[config.mk]
export PLATFORM = sky130hd
export DESIGN_NAME = doubly_linked_list_cursor
export DESIGN_NICKNAME = d
export VERILOG_FILES = /design/src/hdl/dllc_pkg.sv /design/src/hdl/dllc_value_mem.sv /design/src/hdl/dllc_links.sv /design/src/hdl/doubly_linked_list_cursor.sv
export SDC_FILE = /design/constraint.sdc
export NUM_CORES = 1
export LEC_CHECK = 0
export BUFFER_PORTS_ARGS = -buffer_cell sky130_fd_sc_hd__buf_2
export CAP_MARGIN = 0
export CORE_MARGIN = 5
export CORE_UTILIZATION = 55
export CTS_BUF_LIST = sky130_fd_sc_hd__clkbuf_16
export CTS_CLUSTER_SIZE = 25
export DETAILED_ROUTE_END_ITERATION = 8
export GPL_TIMING_DRIVEN = 0
export PLACE_DENSITY = 0.71
export RECOVER_POWER = 25
export SKIP_CTS_REPAIR_TIMING = 1
export SLEW_MARGIN = 25
export SYNTH_ARGS = -nofsm -noshare
export SYNTH_HDL_FRONTEND = slang
export SYNTH_HIERARCHICAL = 1
export SYNTH_SLANG_ARGS = --single-unit
[constraint.sdc]
create_clock -name clk -period 11.4 [get_ports clk]
set_input_delay 3.42 -clock clk [delete_from_list [all_inputs] [get_ports clk]]
set_output_delay 3.42 -clock clk [all_outputs]
set_load 0.1 [all_outputs]
[src/hdl/dllc_pkg.sv]
// ----------------------------------------------------------------------------
// dllc_pkg
// shared op codes, field widths and defaults of the linked list cursor block
// ----------------------------------------------------------------------------
`default_nettype none

package dllc_pkg;

	localparam int OP_W             = 5;
	localparam int WORD_W           = 32;
	localparam int DEF_POOL_NODES   = 16;
	localparam int DEF_DATA_BITS    = 32;

	localparam logic [OP_W-1:0] OP_INS_FIRST  = 5'd0;
	localparam logic [OP_W-1:0] OP_INS_LAST   = 5'd1;
	localparam logic [OP_W-1:0] OP_CUR_FIRST  = 5'd2;
	localparam logic [OP_W-1:0] OP_CUR_LAST   = 5'd3;
	localparam logic [OP_W-1:0] OP_RD_FIRST   = 5'd4;
	localparam logic [OP_W-1:0] OP_RD_LAST    = 5'd5;
	localparam logic [OP_W-1:0] OP_DEL_FIRST  = 5'd6;
	localparam logic [OP_W-1:0] OP_DEL_LAST   = 5'd7;
	localparam logic [OP_W-1:0] OP_DEL_AFTER  = 5'd8;
	localparam logic [OP_W-1:0] OP_DEL_BEFORE = 5'd9;
	localparam logic [OP_W-1:0] OP_INS_AFTER  = 5'd10;
	localparam logic [OP_W-1:0] OP_INS_BEFORE = 5'd11;
	localparam logic [OP_W-1:0] OP_RD_CUR     = 5'd12;
	localparam logic [OP_W-1:0] OP_WRITE_CUR  = 5'd13;
	localparam logic [OP_W-1:0] OP_NEXT       = 5'd14;
	localparam logic [OP_W-1:0] OP_PREV       = 5'd15;
	localparam logic [OP_W-1:0] OP_CLEAR      = 5'd16;

	typedef struct packed {
		logic err;
		logic rd_hit;
		logic cur_act;
	} dllc_flags_t;

endpackage

`default_nettype wire

[src/hdl/dllc_value_mem.sv]
// ----------------------------------------------------------------------------
// dllc_value_mem
// node data memory: one write port, one registered read port, with
// conversion between the word format and the stored width
// ----------------------------------------------------------------------------
`default_nettype none

module dllc_value_mem
	import dllc_pkg::*;
#(
	parameter int POOL_NODES = DEF_POOL_NODES,
	parameter int DATA_BITS  = DEF_DATA_BITS,
	localparam int AW        = $clog2(POOL_NODES)
) (
	input  wire logic              clk,
	input  wire logic              we,
	input  wire logic [AW-1:0]     waddr,
	input  wire logic [WORD_W-1:0] wdata,
	input  wire logic              re,
	input  wire logic [AW-1:0]     raddr,
	output logic      [WORD_W-1:0] rword
);

	logic [DATA_BITS-1:0] mem_q [POOL_NODES];
	logic [DATA_BITS-1:0] rdata_q;
	logic [DATA_BITS-1:0] wdata_st;

	generate
		if (DATA_BITS <= WORD_W) begin : g_narrow_st
			assign wdata_st = wdata[DATA_BITS-1:0];
		end else begin : g_wide_st
			assign wdata_st = {{(DATA_BITS-WORD_W){wdata[WORD_W-1]}}, wdata};
		end
		if (DATA_BITS < WORD_W) begin : g_narrow_rd
			assign rword = {{(WORD_W-DATA_BITS){rdata_q[DATA_BITS-1]}}, rdata_q};
		end else begin : g_wide_rd
			assign rword = rdata_q[WORD_W-1:0];
		end
	endgenerate

	always_ff @(posedge clk) begin
		if (we) begin
			mem_q[waddr] <= wdata_st;
		end
		if (re) begin
			rdata_q <= mem_q[raddr];
		end
	end

endmodule

`default_nettype wire

[src/hdl/dllc_links.sv]
// ----------------------------------------------------------------------------
// dllc_links
// list structure: next and prev links, free map, first, last and cursor
// pointers, op decode and the registered update of all of them
// ----------------------------------------------------------------------------
`default_nettype none

module dllc_links
	import dllc_pkg::*;
#(
	parameter int POOL_NODES = DEF_POOL_NODES,
	localparam int AW        = $clog2(POOL_NODES),
	localparam int IW        = $clog2(POOL_NODES + 1)
) (
	input  wire logic            clk,
	input  wire logic            arst_n,
	input  wire logic            fire,
	input  wire logic [OP_W-1:0] op,
	output logic                 mem_we,
	output logic      [AW-1:0]   mem_waddr,
	output logic                 mem_re,
	output logic      [AW-1:0]   mem_raddr,
	output dllc_flags_t          flags
);

	localparam logic [IW-1:0] NIL = IW'(POOL_NODES);

	logic [IW-1:0]         head_q, tail_q, cur_q;
	logic [POOL_NODES-1:0] free_q;
	logic [IW-1:0]         nxt_q [POOL_NODES];
	logic [IW-1:0]         prv_q [POOL_NODES];

	logic          is_ins, is_ins_cur, is_del, is_rd, is_wr_cur, is_clear;
	logic          cur_ok, fr_ok, un_ok, rd_ok;
	logic [IW-1:0] cur_nxt, cur_prv, fr_idx;
	logic [IW-1:0] un_n, un_a, un_b, lk_a, lk_b, rd_n;
	logic [IW-1:0] ch_a, ch_b, a_val, b_val, cur_nx;
	logic          do_link, do_unlink, ins_err;

	assign cur_ok  = cur_q < NIL;
	assign cur_nxt = cur_ok ? nxt_q[cur_q[AW-1:0]] : NIL;
	assign cur_prv = cur_ok ? prv_q[cur_q[AW-1:0]] : NIL;

	always_comb begin
		is_ins     = 1'b0;
		is_ins_cur = 1'b0;
		is_del     = 1'b0;
		is_rd      = 1'b0;
		is_wr_cur  = 1'b0;
		is_clear   = 1'b0;
		un_n       = NIL;
		lk_a       = NIL;
		lk_b       = NIL;
		rd_n       = NIL;
		cur_nx     = cur_q;
		unique case (op) inside
			OP_INS_FIRST: begin
				is_ins = 1'b1;
				lk_b   = head_q;
			end
			OP_INS_LAST: begin
				is_ins = 1'b1;
				lk_a   = tail_q;
			end
			OP_INS_AFTER: begin
				is_ins     = 1'b1;
				is_ins_cur = 1'b1;
				lk_a       = cur_q;
				lk_b       = cur_nxt;
			end
			OP_INS_BEFORE: begin
				is_ins     = 1'b1;
				is_ins_cur = 1'b1;
				lk_a       = cur_prv;
				lk_b       = cur_q;
			end
			OP_CUR_FIRST: cur_nx = head_q;
			OP_CUR_LAST:  cur_nx = tail_q;
			OP_RD_FIRST: begin
				is_rd = 1'b1;
				rd_n  = head_q;
			end
			OP_RD_LAST: begin
				is_rd = 1'b1;
				rd_n  = tail_q;
			end
			OP_RD_CUR: begin
				is_rd = 1'b1;
				rd_n  = cur_q;
			end
			OP_DEL_FIRST: begin
				is_del = 1'b1;
				un_n   = head_q;
			end
			OP_DEL_LAST: begin
				is_del = 1'b1;
				un_n   = tail_q;
			end
			OP_DEL_AFTER: begin
				is_del = 1'b1;
				un_n   = cur_nxt;
			end
			OP_DEL_BEFORE: begin
				is_del = 1'b1;
				un_n   = cur_prv;
			end
			OP_WRITE_CUR: is_wr_cur = 1'b1;
			OP_NEXT:      cur_nx = cur_nxt;
			OP_PREV:      cur_nx = cur_prv;
			OP_CLEAR: begin
				is_clear = 1'b1;
				cur_nx   = NIL;
			end
			default: ;
		endcase
		if (is_del && (un_n < NIL) && (cur_q == un_n)) begin
			cur_nx = NIL;
		end
	end

	// lowest free node
	always_comb begin
		fr_idx = NIL;
		for (int i = POOL_NODES - 1; i >= 0; i--) begin
			if (free_q[i]) begin
				fr_idx = IW'(i);
			end
		end
	end

	assign fr_ok = fr_idx < NIL;
	assign un_ok = un_n < NIL;
	assign rd_ok = rd_n < NIL;
	assign un_a  = un_ok ? prv_q[un_n[AW-1:0]] : NIL;
	assign un_b  = un_ok ? nxt_q[un_n[AW-1:0]] : NIL;

	assign do_link   = fire && is_ins && (!is_ins_cur || cur_ok) && fr_ok;
	assign ins_err   = is_ins && (!is_ins_cur || cur_ok) && !fr_ok;
	assign do_unlink = fire && is_del && un_ok;

	// neighbors that change and what they now point to
	assign ch_a  = do_link ? lk_a : un_a;
	assign ch_b  = do_link ? lk_b : un_b;
	assign a_val = do_link ? fr_idx : un_b;
	assign b_val = do_link ? fr_idx : un_a;

	assign mem_we    = (do_link || (fire && is_wr_cur && cur_ok));
	assign mem_waddr = do_link ? fr_idx[AW-1:0] : cur_q[AW-1:0];
	assign mem_re    = fire && is_rd && rd_ok;
	assign mem_raddr = rd_n[AW-1:0];

	assign flags.err     = (is_rd && !rd_ok) || ins_err;
	assign flags.rd_hit  = is_rd && rd_ok;
	assign flags.cur_act = cur_nx < NIL;

	always_ff @(posedge clk or negedge arst_n) begin
		if (!arst_n) begin
			head_q <= NIL;
			tail_q <= NIL;
			cur_q  <= NIL;
			free_q <= '1;
		end else if (fire) begin
			cur_q <= cur_nx;
			if (is_clear) begin
				head_q <= NIL;
				tail_q <= NIL;
				free_q <= '1;
			end else if (do_link || do_unlink) begin
				if (ch_a >= NIL) begin
					head_q <= a_val;
				end
				if (ch_b >= NIL) begin
					tail_q <= b_val;
				end
				if (do_link) begin
					free_q[fr_idx[AW-1:0]] <= 1'b0;
				end else begin
					free_q[un_n[AW-1:0]] <= 1'b1;
				end
			end
		end
	end

	always_ff @(posedge clk) begin
		for (int i = 0; i < POOL_NODES; i++) begin
			if (do_link && (fr_idx == IW'(i))) begin
				nxt_q[i] <= lk_b;
				prv_q[i] <= lk_a;
			end
			if ((do_link || do_unlink) && (ch_a == IW'(i))) begin
				nxt_q[i] <= a_val;
			end
			if ((do_link || do_unlink) && (ch_b == IW'(i))) begin
				prv_q[i] <= b_val;
			end
		end
	end

endmodule

`default_nettype wire

[src/hdl/doubly_linked_list_cursor.sv]
// ----------------------------------------------------------------------------
// doubly_linked_list_cursor
// bounded doubly linked list of data words with first, last and cursor
// pointers; one op per word in, one result word out
// ----------------------------------------------------------------------------
//  channel | handshake            | payload
//  in      | in_valid / in_ready  | op, value
//  out     | out_valid / out_ready| read_value, error, cursor_active
//
//  one op per cycle while out_ready is high; its result is presented the cycle after acceptance
//  the whole op is done in one pass through the link logic and one node
//  memory access, the read data landing in the result register
//  reset empties the list and frees every node; no clearing pass
//  a stalled result holds and in_ready drops until it is taken
// ----------------------------------------------------------------------------
`default_nettype none

module doubly_linked_list_cursor
	import dllc_pkg::*;
#(
	parameter int POOL_NODES = DEF_POOL_NODES,
	parameter int DATA_BITS  = DEF_DATA_BITS
) (
	input  wire logic                     clk,
	input  wire logic                     arst_n,
	input  wire logic                     in_valid,
	output logic                          in_ready,
	input  wire logic        [OP_W-1:0]   op,
	input  wire logic signed [WORD_W-1:0] value,
	output logic                          out_valid,
	input  wire logic                     out_ready,
	output logic signed      [WORD_W-1:0] read_value,
	output logic                          error,
	output logic                          cursor_active
);

	localparam int AW = $clog2(POOL_NODES);

	logic              fire;
	logic              out_valid_q;
	dllc_flags_t       flags, flags_q;
	logic              mem_we, mem_re;
	logic [AW-1:0]     mem_waddr, mem_raddr;
	logic [WORD_W-1:0] rword;

	assign in_ready = !out_valid_q || out_ready;
	assign fire     = in_valid && in_ready;

	dllc_links #(
		.POOL_NODES(POOL_NODES)
	) u_links (
		.clk      (clk),
		.arst_n   (arst_n),
		.fire     (fire),
		.op       (op),
		.mem_we   (mem_we),
		.mem_waddr(mem_waddr),
		.mem_re   (mem_re),
		.mem_raddr(mem_raddr),
		.flags    (flags)
	);

	dllc_value_mem #(
		.POOL_NODES(POOL_NODES),
		.DATA_BITS (DATA_BITS)
	) u_mem (
		.clk  (clk),
		.we   (mem_we),
		.waddr(mem_waddr),
		.wdata(value),
		.re   (mem_re),
		.raddr(mem_raddr),
		.rword(rword)
	);

	always_ff @(posedge clk or negedge arst_n) begin
		if (!arst_n) begin
			out_valid_q <= 1'b0;
		end else if (fire) begin
			out_valid_q <= 1'b1;
		end else if (out_ready) begin
			out_valid_q <= 1'b0;
		end
	end

	always_ff @(posedge clk) begin
		if (fire) begin
			flags_q <= flags;
		end
	end

	assign out_valid     = out_valid_q;
	assign read_value    = flags_q.rd_hit ? rword : '0;
	assign error         = flags_q.err;
	assign cursor_active = flags_q.cur_act;

endmodule

`default_nettype wire
==> metrics <==
final setup fails 0; first-pass GRT wire length 145000 microns; number of DRC markers in iteration 0 2109; yosys warns 6; outcome completed; FF/Latch Area 0.0221 sq mm; period utilisation layout 0.823; die area 0.0661 sq mm; register area share after synthesis 0.656; compound-cell area share of the yosys netlist 0.0713; DRT Pass-1 Iters 6; Wirelength per Cell 32.1 microns; Initial Utilization 0.556; max cap viols 0; dpl cells 2988; initial antenna violation count 4; VDD IR max 0.000164 V; fraction of layout cells with a size suffix above 1 0.245; critical path type in -> reg; Total Routing Usage GR 0.301; worst relative slew slack 0.247; via count 20800; DR vias/cell 6.66; mapped cell area 0.0336 sq mm; RSZ-0062 raised after global routing no; clk slew on worst S/H paths 60 ps; Design Power 5.69 mW; CP Launch Type primary input; clk sink count 739; fill cell count 4266; Final ANT Viol Nets 0; setup ws final 2020 ps; Port Buf Inserts 74; count of cell types in the netlist 85; top cell type by total area after synthesis edfxtp_1; clock latency at the later pin of the worst-skew pair 630 ps; clk buf depth 3; I/O Pins 77; Pins Over Slew Limit 0; Crit Path Max Fanout 10; Synth Area in Adders 0; #FFs+latches synth 739; largest family of logic cells by synthesized area multiplexers; NumNets Final 2327; Post-Synth Simple-Gate Area 0.0691; Crit. End Element flip-flop; largest net degree at the start of global routing 33; post-DP HPWL 71000 microns; crit path DAT 9600 ps; syn_nets 2132; minimum clock period after layout 9380 ps; syn avg cell area 16.1 sq um; Max Freq 107 MHz; Leakage 12.9 nW; placed cell areas 0.0358 sq mm; pre-CTS WS 1640 ps; fin area 0.0382 sq mm; vias in the first global route 21200; die width 257 microns; post-synthesis mux area share 0.177; post-synth top area share 0.632; cell area power density 149 mW/mm^2; Final Hold Viols 0; CP Data Required Time 11620 ps; Hold Crit Class reg -> reg; Core Box Area 0.0605 sq mm; Area growth syn-to-layout 13.6%; worst clock skew 23.3 ps; Top FF cell, synth edfxtp_1; Post-synth EDFFs 707; CTS tree yes; Synth Area in XOR/XNOR 0.00104; remaining global-route overflow 0; DRC 0; CTS Buf Count 78; htree depth 3; CTS Root Buffer Type clkbuf_16; area of the multi-input gates 0.0108 sq mm; ys async rst share 0.0433; Worst Max-Slew Pin Slew 1120 ps; Syn Inst Count 2091; Site Rows 90; RD Place Congestion 0.967; final cell count without fillers 3129; DIE HEIGHT 257 microns; Routed WL 100000 microns; top cells by area, synth edfxtp_1 63%, mux4_2 10%, mux2i_1 6.2%
## flip-flops by register name, summed over array words and instances, names as in the netlist
signal / flops
u_mem/mem_q: 512
u_links/nxt_q: 80
u_links/prv_q: 80
u_mem/rword: 32
u_links/free_q: 16
u_links/cur_q: 5
u_links/head_q: 5
u_links/tail_q: 5
cursor_active: 1
error: 1
flags_q: 1
out_valid: 1
## critical path, cell delays in order
cell and delay (ps):
clkbuf_1 180, or4b_1 690, nor2_2 390, a41oi_1 420
nand4_1 480, buf_4 390, buf_2 480, buf_2 480
nand2_1 110, nand3_1 120, a311oi_1 280, o31ai_1 700
nand2_1 440, o21ai_0 990
## layout by cell type (no fill, tap or decap), types with 16 or more instances in the layout
master and instances:
edfxtp_1 707, mux2i_1 208, nand2_1 161, mux4_2 151
clkbuf_1 92, a22oi_1 82, clkbuf_16 79, buf_2 78
nor2_1 64, a21oi_1 49, nand3_1 43, buf_4 38
inv_1 36, and2_2 33, o21ai_0 33, mux2_2 27
nor2b_1 21, clkinv_2 20, nor3_1 20, buf_1 19
a41oi_1 19, dfstp_2 19, nand2b_1 16, clkinv_1 16
## worst paths after layout
kind	startpoint	cells past startpoint	slack, ps	to
max	op[2]	14	2020	u_links/prv_q[9][2]$_DFFE_PP_
min	u_links/cur_q[4]$_DFFE_PN1P_	2	530	u_links/cur_q[4]$_DFFE_PN1P_
min in group asynchronous	arst_n	1	2910	u_links/cur_q[1]$_DFFE_PN0P_
max reg2reg	u_links/cur_q[0]$_DFFE_PN0P_	16	4280	u_links/prv_q[9][2]$_DFFE_PP_
min reg2reg	u_links/cur_q[4]$_DFFE_PN1P_	2	530	u_links/cur_q[4]$_DFFE_PN1P_
max in group asynchronous	arst_n	1	7900	out_valid$_DFFE_PN0P_
## kinds of logic after synthesis
group | Yosys count
AO/OA/AOI/OAI | 318
XOR/XNOR | 4
AND/OR/NAND/NOR | 459
buffers and inverters | 175
flip-flops | 739
multiplexers | 396
## power breakdown
part	internal [mW]	switching, mW
clock	1.36	1.05
sequential	3.01	0.0310
combinational	0.0657	0.172
## stage by stage
stage / TNS, ps / hold WS, ps / util
6_report: 0 / 532 / 0.631
5_1_grt: 0 / 567 / 0.631
4_1_cts: 0 / 531 / 0.631
3_5_place_dp: 0 / 521 / 0.591
3_3_place_gp: -22130 / 499 / 0.578
2_1_floorplan: 0 / 473 / -
## area by class of cell
class / instances / area share
antenna: 2 / 0.000131
buffer: 148 / 0.0198
clock buffer: 79 / 0.0518
clock inverter: 60 / 0.0118
inverter: 27 / 0.00266
multi-input combinational: 1177 / 0.284
sequential: 739 / 0.578
tap: 782 / 0.0256
timing repair buffer: 115 / 0.0261
## Yosys cell counts, types with 11 or more instances
master and n:
o21a_1 14, mux4_2 151, buf_1 19, a22oi_1 82
and2_2 32, and2_1 11, nor3_1 27, a2111oi_0 11
nor2_2 12, dfrtp_1 13, buf_2 30, a21oi_1 49
edfxtp_1 707, a41oi_1 19, nand2_1 161, nor2_1 76
mux2i_1 208, mux2_2 27, nand3_1 43, dfstp_2 19
nor2b_1 21, nand2b_1 16, o21ai_0 34, a211oi_1 11
buf_4 18, inv_1 27, clkbuf_1 66
## per-layer routing
layer	GRT usage	vias to the layer above	routed length, microns
met2	0.493	1090	48400
met3	0.0525	236	8040
met1	0.401	10700	38700
li1	-	8787	-
met4	0.137	4	5230
met5	0	-	25
Note: power is estimated with default switching activity, not from simulation.
